File: config.mk
export PLATFORM = sky130hd
export DESIGN_NAME = naive_dft_real_input_top
export DESIGN_NICKNAME = d
export VERILOG_FILES = /design/src/hdl/ndft_pkg.sv /design/src/hdl/naive_dft_real_input_top.sv
export VERILOG_INCLUDE_DIRS = /design/src /design/src/hdl
export SDC_FILE = /design/constraint.sdc
export NUM_CORES = 2
export LEC_CHECK = 0
export ABC_AREA = 1
export BUFFER_PORTS_ARGS = -buffer_cell sky130_fd_sc_hd__buf_4
export CAP_MARGIN = 20
export CORE_ASPECT_RATIO = 0.8
export CORE_MARGIN = 2
export CORE_UTILIZATION = 60
export DETAILED_ROUTE_END_ITERATION = 10
export GPL_ROUTABILITY_DRIVEN = 0
export PLACE_DENSITY = 0.76
export SLEW_MARGIN = 20
export SYNTH_ARGS = -nofsm -noshare
export SYNTH_HDL_FRONTEND = slang
export SYNTH_SLANG_ARGS = --single-unit
File: constraint.sdc
create_clock -name clk -period 10.25 [get_ports clk]
set_input_delay 1.5375 -clock clk [delete_from_list [all_inputs] [get_ports clk]]
set_output_delay 1.5375 -clock clk [all_outputs]
set_load 0.01 [all_outputs]
File: src/hdl/naive_dft_real_input_top_defines.svh
// Assertion macros for the direct DFT block.
// Needs a clock named clk and a synchronous reset named rst in the including module.
`ifndef NAIVE_DFT_REAL_INPUT_TOP_DEFINES_SVH
`define NAIVE_DFT_REAL_INPUT_TOP_DEFINES_SVH
`ifndef SYNTH
// Condition that must hold at every clock edge out of reset
`define NDFT_ASSERT(lbl, cond) \
  lbl: assert property (@(posedge clk) disable iff (rst) (cond)) \
    else $error("ndft check failed");
// Implication checked at every clock edge out of reset
`define NDFT_ASSERT_IMP(lbl, ante, cons) \
  lbl: assert property (@(posedge clk) disable iff (rst) (ante) |-> (cons)) \
    else $error("ndft check failed");
`else
`define NDFT_ASSERT(lbl, cond)
`define NDFT_ASSERT_IMP(lbl, ante, cons)
`endif
`endif

File: src/hdl/ndft_pkg.sv
// Shared constants, types and twiddle tables for the direct DFT block.
// Self-contained; the twiddle tables are built at elaboration by a CORDIC.
`default_nettype none
package ndft_pkg;

  localparam int FRAME_LEN   = 64;
  localparam int SAMPLE_BITS = 16;
  localparam int IDX_W       = $clog2(FRAME_LEN);
  localparam int TW_W        = 16;
  localparam int PROD_W      = SAMPLE_BITS + TW_W;
  localparam int OUT_W       = 23;
  localparam int FRAC_SHIFT  = 15;
  localparam int ACC_SUM_W   = PROD_W + IDX_W + 1;
  localparam int ACC_W       = (ACC_SUM_W > FRAC_SHIFT + OUT_W) ?
                               ACC_SUM_W : FRAC_SHIFT + OUT_W;
  localparam int BIN_W       = 6;
  localparam int CORDIC_STEPS = 20;
  localparam longint CORDIC_GAIN = 64'sd652032874;

  typedef logic signed [TW_W-1:0] tw_tab_t [FRAME_LEN];
  typedef longint atan_tab_t [CORDIC_STEPS];

  localparam atan_tab_t ATAN_TAB = '{
    64'h20000000, 64'h12E4051E, 64'h09FB385B, 64'h051111D4, 64'h028B0D43,
    64'h0145D7E1, 64'h00A2F61E, 64'h00517C55, 64'h0028BE53, 64'h00145F2F,
    64'h000A2F98, 64'h000517CC, 64'h00028BE6, 64'h000145F3, 64'h0000A2FA,
    64'h0000517D, 64'h000028BE, 64'h0000145F, 64'h00000A30, 64'h00000518
  };

  // Round a Q2.30 value to Q1.15 and clamp to +/-32767
  function automatic longint to_q15(input longint v);
    longint r;
    r = (v + 64'sd16384) >>> 15;
    if (r > 64'sd32767) r = 64'sd32767;
    if (r < -64'sd32767) r = -64'sd32767;
    return r;
  endfunction

  // cos (sel_sin = 0) or sin (sel_sin = 1) of 2*pi*p/FRAME_LEN in Q1.15
  function automatic longint twiddle(input int p, input bit sel_sin);
    longint ang;
    longint x;
    longint y;
    longint z;
    longint dx;
    longint dy;
    longint cr;
    longint sr;
    longint res;
    int quad;
    ang = (longint'(p) <<< 32) / FRAME_LEN;
    quad = int'((ang >>> 30) & 64'd3);
    z = ang & 64'h3FFFFFFF;
    x = CORDIC_GAIN;
    y = 0;
    for (int i = 0; i < CORDIC_STEPS; i++) begin
      dx = y >>> i;
      dy = x >>> i;
      if (z >= 0) begin
        x = x - dx;
        y = y + dy;
        z = z - ATAN_TAB[i];
      end else begin
        x = x + dx;
        y = y - dy;
        z = z + ATAN_TAB[i];
      end
    end
    cr = to_q15(x);
    sr = to_q15(y);
    case (quad)
      0: res = sel_sin ? sr : cr;
      1: res = sel_sin ? cr : -sr;
      2: res = sel_sin ? -sr : -cr;
      default: res = sel_sin ? -cr : sr;
    endcase
    return res;
  endfunction

  function automatic tw_tab_t build_tab(input bit sel_sin);
    tw_tab_t t;
    for (int p = 0; p < FRAME_LEN; p++) begin
      t[p] = TW_W'(twiddle(p, sel_sin));
    end
    return t;
  endfunction

  localparam tw_tab_t COS_TAB = build_tab(1'b0);
  localparam tw_tab_t SIN_TAB = build_tab(1'b1);

endpackage
`default_nettype wire

File: src/hdl/naive_dft_real_input_top.sv
// Direct DFT of a real frame: sample store, twiddle lookup and one complex MAC.
// Depends on ndft_pkg and naive_dft_real_input_top_defines.svh.
//
// Usage:
// - Input channel (sample, in_valid, in_stall): one Q1.15 sample per word. in_stall is
//   high while a frame is being transformed; samples are taken one per cycle otherwise.
// - Output channel (bin_index, real_part, imag_part, out_valid, out_stall): after the
//   last sample of a frame the block emits FRAME_LEN bin words, k = 0 upwards, with
//   last_bin set on the final one.
// - Each bin takes FRAME_LEN reads of the sample memory, one per cycle, which feed the
//   shared multiply-accumulate pair; the pipeline then drains and the finished bin is
//   loaded into the output register. Samples of the next frame are not taken until
//   the last bin of the frame has been loaded.
// - The output word sits in a register; the next bin's accumulation runs while it
//   waits. If the receiver holds out_stall, the finished bin waits in the
//   accumulator until the output register frees.
// - Reset clears the fill count and control state; the sample memory is not
//   cleared, as every entry is written before it is read.
`default_nettype none
`include "naive_dft_real_input_top_defines.svh"
module naive_dft_real_input_top (
  input  wire logic                                     clk,
  input  wire logic                                     rst,
  input  wire logic signed [15:0]                       sample,
  input  wire logic                                     in_valid,
  output logic                                          in_stall,
  output logic [ndft_pkg::BIN_W-1:0]                    bin_index,
  output logic signed [ndft_pkg::OUT_W-1:0]             real_part,
  output logic signed [ndft_pkg::OUT_W-1:0]             imag_part,
  output logic                                          last_bin,
  output logic                                          out_valid,
  input  wire logic                                     out_stall
);

  typedef enum logic [2:0] {
    S_LOAD  = 3'b001,
    S_MAC   = 3'b010,
    S_DRAIN = 3'b100
  } state_t;

  localparam logic [ndft_pkg::IDX_W-1:0] IDX_LAST =
    ndft_pkg::IDX_W'(ndft_pkg::FRAME_LEN - 1);

  state_t state;

  // Sample memory, one read port and one write port
  logic [ndft_pkg::SAMPLE_BITS-1:0] mem [ndft_pkg::FRAME_LEN];
  logic [ndft_pkg::SAMPLE_BITS-1:0] rdata;
  logic [ndft_pkg::SAMPLE_BITS-1:0] wdata;

  logic [ndft_pkg::IDX_W-1:0] fill_count;
  logic [ndft_pkg::IDX_W-1:0] m_cnt;
  logic [ndft_pkg::IDX_W-1:0] k_cnt;
  logic [ndft_pkg::IDX_W-1:0] p_cnt;
  logic [ndft_pkg::IDX_W:0]   p_sum;
  logic [ndft_pkg::IDX_W-1:0] p_next;

  logic                              s1_valid;
  logic                              s1_first;
  logic                              s1_last;
  logic signed [ndft_pkg::TW_W-1:0]  cos_r;
  logic signed [ndft_pkg::TW_W-1:0]  sin_r;
  logic                              s2_valid;
  logic                              s2_first;
  logic                              s2_last;
  logic signed [ndft_pkg::PROD_W-1:0] prod_re;
  logic signed [ndft_pkg::PROD_W-1:0] prod_im;
  logic signed [ndft_pkg::ACC_W-1:0]  acc_re;
  logic signed [ndft_pkg::ACC_W-1:0]  acc_im;
  logic                              bin_done;

  logic in_take;
  logic out_free;
  logic bin_load;

  assign in_stall = (state != S_LOAD);
  assign in_take  = in_valid && !in_stall;
  assign out_free = !out_valid || !out_stall;
  assign bin_load = (state == S_DRAIN) && bin_done && out_free;

  // Low SAMPLE_BITS of the input word, zero-filled above 16 bits
  assign wdata = ndft_pkg::SAMPLE_BITS'({32'd0, sample[15:0]});

  // Phase step p + k modulo FRAME_LEN
  assign p_sum  = {1'b0, p_cnt} + {1'b0, k_cnt};
  assign p_next = (p_sum >= (ndft_pkg::IDX_W + 1)'(ndft_pkg::FRAME_LEN)) ?
                  ndft_pkg::IDX_W'(p_sum - (ndft_pkg::IDX_W + 1)'(ndft_pkg::FRAME_LEN)) :
                  p_sum[ndft_pkg::IDX_W-1:0];

  // Memory write on each accepted sample, read while issuing MACs
  always_ff @(posedge clk) begin
    if (in_take) begin
      mem[fill_count] <= wdata;
    end
    rdata <= mem[m_cnt];
  end

  // Sequencer: fill, issue reads, drain and hand over each bin
  always_ff @(posedge clk) begin
    if (rst) begin
      state      <= S_LOAD;
      fill_count <= '0;
      m_cnt      <= '0;
      k_cnt      <= '0;
      p_cnt      <= '0;
    end else begin
      case (state)
        S_LOAD: begin
          if (in_take) begin
            if (fill_count == IDX_LAST) begin
              fill_count <= '0;
              state      <= S_MAC;
              m_cnt      <= '0;
              k_cnt      <= '0;
              p_cnt      <= '0;
            end else begin
              fill_count <= fill_count + 1'b1;
            end
          end
        end
        S_MAC: begin
          p_cnt <= p_next;
          if (m_cnt == IDX_LAST) begin
            m_cnt <= '0;
            state <= S_DRAIN;
          end else begin
            m_cnt <= m_cnt + 1'b1;
          end
        end
        S_DRAIN: begin
          if (bin_load) begin
            p_cnt <= '0;
            if (k_cnt == IDX_LAST) begin
              k_cnt <= '0;
              state <= S_LOAD;
            end else begin
              k_cnt <= k_cnt + 1'b1;
              state <= S_MAC;
            end
          end
        end
        default: begin
          state <= S_LOAD;
        end
      endcase
    end
  end

  // Stage 1: twiddle lookup alongside the memory read
  always_ff @(posedge clk) begin
    if (rst) begin
      s1_valid <= 1'b0;
    end else begin
      s1_valid <= (state == S_MAC);
    end
    s1_first <= (m_cnt == '0);
    s1_last  <= (m_cnt == IDX_LAST);
    cos_r    <= ndft_pkg::COS_TAB[p_cnt];
    sin_r    <= ndft_pkg::SIN_TAB[p_cnt];
  end

  // Stage 2: products
  always_ff @(posedge clk) begin
    if (rst) begin
      s2_valid <= 1'b0;
    end else begin
      s2_valid <= s1_valid;
    end
    s2_first <= s1_first;
    s2_last  <= s1_last;
    prod_re  <= ndft_pkg::PROD_W'($signed(rdata)) * ndft_pkg::PROD_W'(cos_r);
    prod_im  <= ndft_pkg::PROD_W'($signed(rdata)) * ndft_pkg::PROD_W'(sin_r);
  end

  // Stage 3: accumulate, flag the finished bin
  always_ff @(posedge clk) begin
    if (rst) begin
      bin_done <= 1'b0;
    end else if (s2_valid && s2_last) begin
      bin_done <= 1'b1;
    end else if (bin_load) begin
      bin_done <= 1'b0;
    end
    if (s2_valid) begin
      acc_re <= (s2_first ? '0 : acc_re) + ndft_pkg::ACC_W'(prod_re);
      acc_im <= (s2_first ? '0 : acc_im) + ndft_pkg::ACC_W'(prod_im);
    end
  end

  // Output register
  always_ff @(posedge clk) begin
    if (rst) begin
      out_valid <= 1'b0;
    end else if (bin_load) begin
      out_valid <= 1'b1;
    end else if (!out_stall) begin
      out_valid <= 1'b0;
    end
    if (bin_load) begin
      bin_index <= ndft_pkg::BIN_W'(k_cnt);
      real_part <= acc_re[ndft_pkg::FRAC_SHIFT +: ndft_pkg::OUT_W];
      imag_part <= acc_im[ndft_pkg::FRAC_SHIFT +: ndft_pkg::OUT_W];
      last_bin  <= (k_cnt == IDX_LAST);
    end
  end

  // Checks
  `NDFT_ASSERT_IMP(a_idle_pipe_empty, !in_stall, !s1_valid && !s2_valid && !bin_done)
  `NDFT_ASSERT_IMP(a_done_no_flight, bin_done, !s1_valid && !s2_valid)
  `NDFT_ASSERT_IMP(a_last_is_top_bin, out_valid && last_bin,
                   bin_index == ndft_pkg::BIN_W'(ndft_pkg::FRAME_LEN - 1))
  `NDFT_ASSERT_IMP(a_load_after_done, bin_load, bin_done && (state == S_DRAIN))

endmodule
`default_nettype wire

==> run summary <==
beginning of the critical path -> rdata[15]
Synth area leaders -> edfxtp_1 43%, fa_1 13%, nand2_1 12%, inv_1 7.4%, nor2_1 4.3%
period utilization -> 0.657
Netlist cell types -> 47
fin. max-slew vios -> 0
CP max-delay cell -> fa_1
setup TNS -> 0 ns
crit path max fanout -> 17
CP peak stage delay -> 0.95 ns
Worst Hold Path Cells -> 0
Worst setup EP type -> register
Die Y -> 330 um
first-pass GRT wire length -> 331000 um
hpwl dp -> 142000 um
buffer and inverter count on the worst path -> 5
CTS root buf -> clkbuf_16
initial antenna violation count -> 4
synthesized area -> 79600 um^2
Num CTS Buffers -> 131
register area share after synthesis -> 0.472
worst hold path class -> reg2reg
cts hold-fix bufs -> 0
Nets -> 9622
Avg Cell Area, Syn -> 9.00 um^2
Cells after DPL -> 10400
Hold Crit Start -> s1_last
grt peak-use layer -> met1
# fillers -> 10300
Syn Nets -> 9655
CP top delay family -> adder cells
Main synth FF type -> edfxtp_1
drt initial violations -> 7956
count leader, synth -> nand2_1
Total Routing Usage GR -> 0.318
# resized after CTS -> 0
CTS tree -> yes
crit path capture -> prod_re[25]
Die X -> 411 um
CORE AREA -> 132000 um^2
FP Rows -> 119
vias in the first global route -> 58700
number of synthesized flops with an enable pin -> 1153
met3 usage -> 0.0930
layout cells sized above 1 -> 0.0470
Routed Antenna Nets -> 0
pin count of the biggest net entering global routing -> 194
worst path cell trace -> buf_4 -> nand2_1 -> inv_1 -> fa_1 -> fa_1 -> fa_1 -> fa_1 -> fa_1 -> inv_1 -> fa_1 -> inv_1 -> ha_1 -> nand2_1 -> nor2_1 -> inv_1 -> nor2_1 -> nand3_1 -> or2_2 -> nand4_1 -> nand2_1
Die ar. -> 136000 um^2
Worst path depth -> 20
Area growth syn-to-layout -> 7.71%
WL final -> 214000 um
reg2reg setup slack -> 3.52 ns
CTS clock-pin slew for the worst setup and hold paths -> 0.06 ns
top cell types by occurrence after synthesis -> 2530 x nand2_1, 1566 x inv_1, 1153 x edfxtp_1
r2r startpoint -> rdata[15]
grt ovf -> 0
met1 Use GR -> 0.462
synth warn -> 0
Mapped Cells -> 8851
initial cell density of the core -> 0.605
drt pass-1 iters -> 8
# IOs -> 75
CP dominant cell by count -> fa_1
Routed WL per cell -> 20.0 um
RSZ-0062 raised after global routing -> false
Clock Sinks -> 1300
minimum clock period -> 6.73 ns
vias per cell -> 5.68
final hold vios -> 0
Clk Latency, worst-skew pair -> 0.78 ns
drt drc -> 0
met2 global-route usage -> 0.458
critical path data arrival time -> 7.38 ns
clk_skew -> 0.0282 ns
via count -> 60700
CTS max path bufs -> 3
Worst-Margin Slew -> 1.16 ns
FF+latch area -> 37600 um^2
number of buffer cells added on primary ports -> 74
RR Endpoint -> prod_re[25]
ys async rst share -> 0
critical path startpoint category -> register
Worst EP required -> 10.90 ns
#FFs+latches synth -> 1300
setup repair bufs after CTS -> 0
FF-to-FF path depth -> 20
area share of the largest cell type after synthesis -> 0.435
Max-slew headroom -> 0.225
max_cap viols -> 0
Non-Filler Instances -> 10700
Synth area leader -> edfxtp_1
status -> completed
fmax -> 149 MHz
Crit Path Class -> reg2reg
Finish-stage setup viols -> 0
H-tree depth -> 4
area of the multi-input gates -> 34500 um^2
## kinds of logic after synthesis
logic type | share of synthesized area
buffers and inverters | 0.0957
flip-flops | 0.472
XOR/XNOR | 0.00946
AO/OA/AOI/OAI | 0.0472
adder cells (fa/ha/maj) | 0.173
AND/OR/NAND/NOR | 0.203
## metrics by stage
step	instance area (um^2)	hold slack [ns]	setup WS (ns)	utilization
after CTS	85800	0.321	3.60	0.652
after global routing	85800	0.337	3.24	0.652
final	85800	0.324	3.52	0.652
after floorplan	79600	0.310	4.66	-
after global placement	81600	0.311	3.75	0.620
after detailed placement	81600	0.315	3.63	0.620
## final cells by class
cell class / count / area share
clock buffer: 174 / 0.0422
timing repair buffer: 187 / 0.0168
multi-input combinational: 5623 / 0.402
clock inverter: 63 / 0.00630
sequential: 1300 / 0.438
antenna: 3 / 0.0000875
tap: 1754 / 0.0256
inverter: 1575 / 0.0691
## state kept, by name, indices dropped and copies added (netlist names), 16 cells and up
name,cells
rdata,16
sin_r,16
acc_re,38
real_part,23
cos_r,16
prod_re,32
mem,1024
prod_im,32
acc_im,38
imag_part,23
## placed cells by master, fill, tap and decap left out, types with 6 or more instances in the layout
cell type,count
a21oi_1,194
and3_1,6
buf_4,183
clkbuf_1,30
clkbuf_16,136
clkbuf_8,7
clkinv_1,24
clkinv_2,19
dfxtp_1,138
dfxtp_2,6
edfxtp_1,1153
fa_1,527
ha_1,257
inv_1,1563
inv_2,8
nand2_1,2530
nand3_1,476
nand4_1,67
nor2_1,910
nor3_1,32
o211ai_1,57
o21ai_0,353
o21ai_1,22
o21bai_1,22
o22ai_1,21
or2_2,16
xnor2_1,17
xor2_1,69
## metal layers
metal / routed length [um] / vias up
met2: 90300 / 3632
li1: - / 27700
met3: 29600 / 509
met4: 6940 / 6
met5: 44 / -
met1: 86800 / 28900
## how the worst min path moves through the flow
stage | slack (ns) | end
4_1_cts | 0.32 | s2_last
6_report | 0.32 | s2_last
5_1_grt | 0.34 | s2_last
3_5_place_dp | 0.32 | s2_last
2_1_floorplan | 0.31 | s2_first
3_3_place_gp | 0.31 | s2_first
Power is left out: the tool's default activity adds up to more than one toggle a clock period on the data nets, which glitch-free logic cannot reach.
